**src/sv/s2c_pkg.sv**
```systemverilog
`default_nettype none
package s2c_pkg;

    // configuration register indexes
    localparam logic REG_COORD_SYSTEM = 1'b0;
    localparam logic REG_POINT_DIMS   = 1'b1;

    // coordinate system codes
    localparam logic [1:0] CS_CART = 2'd0;
    localparam logic [1:0] CS_DEG  = 2'd1;
    localparam logic [1:0] CS_RAD  = 2'd2;

    // angle conversion to binary angle (2^32 per turn)
    localparam logic [32:0] DEG_TO_BIN = 33'd3054198966;
    localparam logic [32:0] RAD_TO_BIN = 33'd2734261102;

    // cordic start value, 0.60725293 in Q2.30
    localparam logic signed [33:0] GAIN_Q30 = 34'sd652032874;

    localparam logic [31:0] ATAN_TAB [32] = '{
        32'h20000000, 32'h12E4051E, 32'h09FB385B, 32'h051111D4, 32'h028B0D43,
        32'h0145D7E1, 32'h00A2F61E, 32'h00517C55, 32'h0028BE53, 32'h00145F2F,
        32'h000A2F98, 32'h000517CC, 32'h00028BE6, 32'h000145F3, 32'h0000A2FA,
        32'h0000517D, 32'h000028BE, 32'h0000145F, 32'h00000A30, 32'h00000518,
        32'h0000028C, 32'h00000146, 32'h000000A3, 32'h00000051, 32'h00000029,
        32'h00000014, 32'h0000000A, 32'h00000005, 32'h00000003, 32'h00000001,
        32'h00000001, 32'h00000000
    };

    typedef struct packed {
        logic signed [31:0] coord_a;
        logic signed [31:0] coord_b;
        logic signed [31:0] coord_c;
    } t_in;

    typedef struct packed {
        logic signed [31:0] out_x;
        logic signed [31:0] out_y;
        logic signed [31:0] out_z;
        logic [1:0]         result_dims;
        logic               bad_dims;
    } t_out;

    // classified point handed from front to back
    typedef struct packed {
        logic               sph;
        logic               scaled;
        logic [31:0]        th;
        logic [31:0]        ph;
        logic signed [31:0] radius;
        logic signed [31:0] cx;
        logic signed [31:0] cy;
        logic signed [31:0] cz;
        logic [1:0]         dims;
        logic               bad;
    } t_job;

endpackage
`default_nettype wire

```
**src/sv/s2c_fifo.sv**
```systemverilog
`default_nettype none
module s2c_fifo (
    input  wire              i_clk,
    input  wire              i_rst_n,
    input  wire              i_push,
    input  s2c_pkg::t_job    i_data,
    output logic             o_full,
    input  wire              i_pop,
    output logic             o_empty,
    output s2c_pkg::t_job    o_data
);

    localparam int DEPTH = 4;
    localparam int AW    = $clog2(DEPTH);

    s2c_pkg::t_job r_mem [DEPTH];
    logic [AW-1:0] r_wp, r_rp;
    logic [AW:0]   r_cnt;
    logic          do_push, do_pop;

    assign o_full  = (r_cnt == (AW+1)'(DEPTH));
    assign o_empty = (r_cnt == '0);
    assign o_data  = r_mem[r_rp];
    assign do_push = i_push && !o_full;
    assign do_pop  = i_pop && !o_empty;

    always_ff @(posedge i_clk) begin
        if (!i_rst_n) begin
            r_wp  <= '0;
            r_rp  <= '0;
            r_cnt <= '0;
        end else begin
            if (do_push) begin
                r_wp <= r_wp + 1'b1;
            end
            if (do_pop) begin
                r_rp <= r_rp + 1'b1;
            end
            r_cnt <= r_cnt + (AW+1)'(do_push) - (AW+1)'(do_pop);
        end
    end

    always_ff @(posedge i_clk) begin
        if (do_push) begin
            r_mem[r_wp] <= i_data;
        end
    end

    a_no_overflow: assert property (@(posedge i_clk) disable iff (!i_rst_n)
        r_cnt <= (AW+1)'(DEPTH))
        else $error("queue count past depth");
    a_ptr_gap: assert property (@(posedge i_clk) disable iff (!i_rst_n)
        AW'(r_wp - r_rp) == r_cnt[AW-1:0])
        else $error("queue pointers disagree with count");
    a_count_step: assert property (@(posedge i_clk) disable iff (!i_rst_n)
        (i_push && !o_full && !(i_pop && !o_empty)) |=> r_cnt == $past(r_cnt) + 1'b1)
        else $error("queue count missed a push");

endmodule
`default_nettype wire

```
**config.mk**
```make
export PLATFORM = sky130hd
export DESIGN_NAME = s2c_fifo
export DESIGN_NICKNAME = d
export VERILOG_FILES = /design/src/sv/s2c_pkg.sv /design/src/sv/s2c_fifo.sv
export SDC_FILE = /design/constraint.sdc
export NUM_CORES = 1
export LEC_CHECK = 0
export ABC_AREA = 1
export ABC_CLOCK_PERIOD_IN_PS = 9860
export BUFFER_PORTS_ARGS = -buffer_cell sky130_fd_sc_hd__buf_2
export CAP_MARGIN = 20
export CORE_UTILIZATION = 48
export CTS_CLUSTER_SIZE = 30
export DETAILED_ROUTE_END_ITERATION = 6
export GPL_TIMING_DRIVEN = 0
export HOLD_SLACK_MARGIN = 0.15
export MAX_ROUTING_LAYER = met4
export PLACE_DENSITY = 0.74
export SLEW_MARGIN = 40
export SYNTH_ARGS = -nofsm -noshare
export SYNTH_HDL_FRONTEND = slang
export SYNTH_SLANG_ARGS = --single-unit
```
**constraint.sdc**
```tcl
create_clock -name i_clk -period 9.86 [get_ports i_clk]
set_input_delay 0 -clock i_clk [delete_from_list [all_inputs] [get_ports i_clk]]
set_output_delay 0 -clock i_clk [all_outputs]
set_load 0.03 [all_outputs]
```
; ---- Yosys cells after proc, flatten, opt, wreduce, memory -nomap -nowiden
; Memories as Yosys holds them, arrays and structs flattened. A register that Yosys moved wholly into a read port is not among the register bits.
; Cells that the tools add are included.
[op_classes]
addsub = 4
n_reduce_logical = 5
n_eq_ne = 1
mux = 4
[op_table]
columns = op, count
row1 = "2-bit by 1-bit adder with 2-bit output, second input constant", 2
row2 = 2-bit 2-to-1 mux, 2
row3 = 3-bit by 1-bit adder with 3-bit output, 1
row4 = "3-bit == test, second input constant", 1
row5 = 3-bit zero test, 1
row6 = 3-bit by 1-bit subtractor with 3-bit output, 1
row7 = 1-bit logical AND, 2
row8 = 1-bit zero test, 2
row9 = 1-bit 2-to-1 mux, 2
[totals]
regBits = 7
out_inout_bits = 199
input_bits = 201
memories = 1
mem_bits_rw = 788
elab_cells = 18
[memory_table]
columns = name, depth, width, rd, rd_ports_with_merged_regs, write_ports, line
row1 = r_mem, 4, 197, 1, 1, 1, s2c_fifo.sv:16  ; s2c_pkg::t_job r_mem [DEPTH];

; ---- Depth between registers and ports, before layout
[depth]
depth_word = 5
depth_mapped = 11
mapped_depth_nobuf = 11

; ---- Worst setup path after synthesis
; No wires, ideal clock.
[synth_path]
path_kind = register to register
startpoint = register r_cnt[1]
endpoint = memory r_mem[0][0] in the netlist's numbering (enable)
required_time_ns = 9.102
period_less_slack_ns = 9.580
slack_ns = 0.280
t_arrival_ns = 8.822
n_path_buf = 0
path_stages_with_launch = 5
setup_ns = 0.758
path_cell_list = dfxtp_1 nor2_1 nand2_1 nand2_1 nor2_1
[synth_via]
elab_chain_cells = 5
[synth_rtl]
columns = element, line
row1 = "start, declared", s2c_fifo.sv:18  ; logic [AW:0] r_cnt;
row2 = "start signal, assigned", s2c_fifo.sv:39  ; r_cnt <= r_cnt + (AW+1)'(do_push) - (AW+1)'(do_pop);
row3 = 3-bit == test, s2c_fifo.sv:21  ; assign o_full = (r_cnt == (AW+1)'(DEPTH));
row4 = 1-bit zero test, s2c_fifo.sv:24  ; assign do_push = i_push && !o_full;
row5 = 1-bit logical AND, s2c_fifo.sv:24
row6 = 1-bit 2-to-1 mux, s2c_fifo.sv:44  ; if (do_push) begin
row7 = 1-bit 2-to-1 mux (implied by the code), s2c_fifo.sv:45  ; r_mem[r_wp] <= i_data;
row8 = "end, declared", s2c_fifo.sv:16
; Every way passes these cells.

; ---- Worst setup path in the final report
[layout_path]
startpoint = register r_cnt[1]
endpoint = memory r_mem[2][144] in the netlist's numbering (enable)
; Same word-level chain as after synthesis.

==> impl_results.md <==
- Outcome: finished clean
- Fraction of power consumed by the clock network: 29.5%
- Worst Skew: 22.97 ps
- Placer Congestion: 0.7770
- Dominant cell by count in the synthesized netlist: sky130_fd_sc_hd__edfxtp_1
- Final Max Slew Viols: 0
- Static power due to leakage: 14.59 nW
- Worst min path class: in -> reg
- Top cell by count, worst path: sky130_fd_sc_hd__buf_16
- Critical Path Sink Type: flip-flop
- Worst endpoint required time: 10170 ps
- Most instantiated cells after synthesis: 788 x sky130_fd_sc_hd__edfxtp_1, 406 x sky130_fd_sc_hd__nor2_1, 262 x sky130_fd_sc_hd__o21ai_0
- Number of antenna violations at the first check in global routing: 10
- Unrepaired setup endpoints after global routing: no
- Largest cells by area after synthesis: sky130_fd_sc_hd__edfxtp_1 79%, sky130_fd_sc_hd__nor2_1 5.1%, sky130_fd_sc_hd__o21ai_0 4.4%, sky130_fd_sc_hd__o22ai_1 4.1%, sky130_fd_sc_hd__o21ai_1 2.2%
- Setup violators final: 0
- Ys flop type: sky130_fd_sc_hd__edfxtp_1
- TritonCTS Buffers: 82
- Standard cell with the maximum stage delay on the critical path: sky130_fd_sc_hd__nor2_4
- Setup slack of the most critical reg-to-reg path: 6780 ps
- CTS sink cnt: 797
- Worst-case headroom to the max-slew limit: 57.66%
- Initial core utilization: 48.95%
- Final core area utilization: 66.61%
- Via Count: 21454
- Clock insertion delay at the later pin of the skew report: 610 ps
- Final period util: 31.25%
- Worst setup SP type: flip-flop
- Hold path startpoint: i_data[191]
- Endpoint of the most critical register-to-register path: r_mem[2][144]$_DFFE_PP_
- Data arrival time of the critical path: 3390 ps
- Clock Tree Buf Depth: 3
- Total instance count after detailed placement: 3214
- Buffer type at the clock tree root: sky130_fd_sc_hd__clkbuf_16
- Worst slew pin tran: 635.1 ps
- Max-cap violations: 0
- Clock tree from TritonCTS: done
- Detailed Routing Iterations Pass 1: 6
- Global-route wire length before repair: 130100 um
- Final setup TNS: 0 ps
- Count of yosys warnings during synthesis: 0
- CP max FO: 15
- Total power draw: 10.55 mW
- Drt via density: 5.732
- Pwr per Cell Area: 260.5 nW/um2
- Top cell type's share of synthesized area: 79.50%
- Number of H-tree branching levels: 3
- WS Path Type: reg -> reg
- Combinational cell fraction of total power: 30.6%
- Worst hold stages: 2
- Post-synthesis average cell area: 15.09 um2
- Reg clk slew, reported paths: 70 ps
- Number of antenna-violating nets in the routed design: 0
- Internal cell power: 6.900 mW
- Sw Ratio: 34.61%
- Chip Width: 251.0 um
- Worst Hold Path EP: r_mem[1][191]$_DFFE_PP_
- Number of cells on the worst reg-to-reg path: 11
- Final Non-Filler Cells: 3743
- Mapped Nets: 2181
- Post-synth EDFFs: 788
- IO Pins: 400
- Largest area contributor in the synthesized netlist: sky130_fd_sc_hd__edfxtp_1
- Final WL: 86860 um
- Number of cells produced by synthesis: 1973
- Post-detailed-route wirelength per cell: 23.21 um
- Summed instance area of the synthesized netlist: 29770 um2
- Core area: 60810 um2
- Ratio of cells with drive above 1 in the final layout: 22.46%
- Number of setup buffers added after CTS: 0
- Number of placement rows: 90
- Nets: 3094
- Maximum clock rate: 324.5 MHz
- Area delta synth->final: 36.07%
- Drt first-iter violations: 1963
- DRC viols: 0
- Number of different library cells in the post-synthesis netlist: 21
- All-layer global routing usage: 28.12%
- #FFs+latches synth: 797
- Maximum number of pins on one net before global-route repair: 18
- Time the worst path needs with I/O delays and setup: 3081 ps
- Register area share after synthesis: 80.10%
- Crit Reg-Reg Startpoint: r_cnt[1]$_SDFF_PN0_
- I/O Buffers: 399
- Die H: 251.0 um
- HPWL Detailed: 50900 um
- DIE AREA: 63010 um2
- Asr flop ratio synth: 0%
- Proportion of power drawn by flip-flops and latches: 39.9%
- Critical path cell sequence: nor2_1, nand2_1, nand2_1, nor2_4, buf_16, buf_16, buf_8, buf_8, buf_16, buf_8, buf_16
- Final hold violation count: 0
- VDD IR-drop max: 0.2130 mV
- Via count of the first global-routing pass: 22299
- Maximum cell stage delay along the critical path: 460 ps
- Switching component of the power: 3.652 mW
- Total global routing overflow: 0
## through the flow
stage          setup slack (ps)  area, um2  hold slack (ps)
2_1_floorplan             280.4      29770            93.45
3_3_place_gp              -6435      32740            208.3
3_5_place_dp               6994      34090            215.3
4_1_cts                    6877      40480            151.1
5_1_grt                    6682      40500            157.1
6_report                   6779      40500            180.6
## state kept, by name, indices dropped and copies added, names as in the netlist, named ones only
signal	cells
r_wp	2
r_rp	2
r_mem	788
r_cnt	3
## worst max-delay path, delay by kind of cell (launching register included)
family | cells | cell delay (ps)
buffers and inverters | 7 | 1240
AND/OR/NAND/NOR | 4 | 1100
flip-flops | 1 | 370
## routing by layer
metal  vias to the layer above  wire, um  global-route usage [%]
met5                         -         0                       -
met4                         0      4600                   14.39
met3                       298      6694                   4.887
met2                      1225     43910                   46.75
met1                     10559     31650                   33.00
li1                       9372         -                       -
## power groups by stage
stage	Sequential, mW	Combinational [mW]	Clock (mW)
global placement	4.49	2.77	0
detailed placement	4.26	3.01	0
finish	4.21	3.23	3.11
global route	4.22	3.38	3.27
CTS	4.19	3.16	3.12
floorplan	4.37	1.82	0
## timing repair
item	4_1_cts	5_1_grt
endpoints found under the setup margin	0	0
hold buffers	370	0
endpoints found under the hold margin	797	0
gates resized for setup	0	0
## worst max-delay path by stage
stage,endpoint,depth (start not counted),start
final,r_mem[2][144]$_DFFE_PP_,11,r_cnt[1]$_SDFF_PN0_
after global routing,r_mem[2][144]$_DFFE_PP_,11,r_cnt[1]$_SDFF_PN0_
after CTS,o_data[59],6,flip-flop
after detailed placement,r_mem[2][137]$_DFFE_PP_,11,r_cnt[1]$_SDFF_PN0_
after global placement,r_mem[3][128]$_DFFE_PP_,4,r_cnt[1]$_SDFF_PN0_
after floorplan,r_mem[0][0]$_DFFE_PP_,4,r_cnt[1]$_SDFF_PN0_
## cell usage in the layout (no fill, tap or decap), types with 33 or more instances in the layout
master	count
sky130_fd_sc_hd__buf_16	33
sky130_fd_sc_hd__buf_2	420
sky130_fd_sc_hd__buf_6	43
sky130_fd_sc_hd__clkbuf_1	65
sky130_fd_sc_hd__clkbuf_16	84
sky130_fd_sc_hd__dlygate4sd3_1	370
sky130_fd_sc_hd__edfxtp_1	788
sky130_fd_sc_hd__nor2_1	402
sky130_fd_sc_hd__o21ai_0	262
sky130_fd_sc_hd__o21ai_1	132
sky130_fd_sc_hd__o22ai_1	197
## area by class of cell
type	instances	area, um2
antenna	9	22.52
fill	3864	20310
clock buffer	101	2176
tap	782	978.4
clock inverter	49	515.5
sequential	797	23840
buffer	130	915.9
timing repair buffer	829	7014
multi-input combinational	1027	4951
inverter	19	86.33
## cells by family (layout without fill, tap and decap cells)
family	Yosys count	after routing	share of synthesized area, %
compound gates	596	596	10.85
fa+ha+maj	7	7	0.3195
buf+inv	149	1128	3.367
flops	797	797	80.10
other cells	0	9	0
simple gates	424	424	5.364
Power figures use the tool's default switching activity.
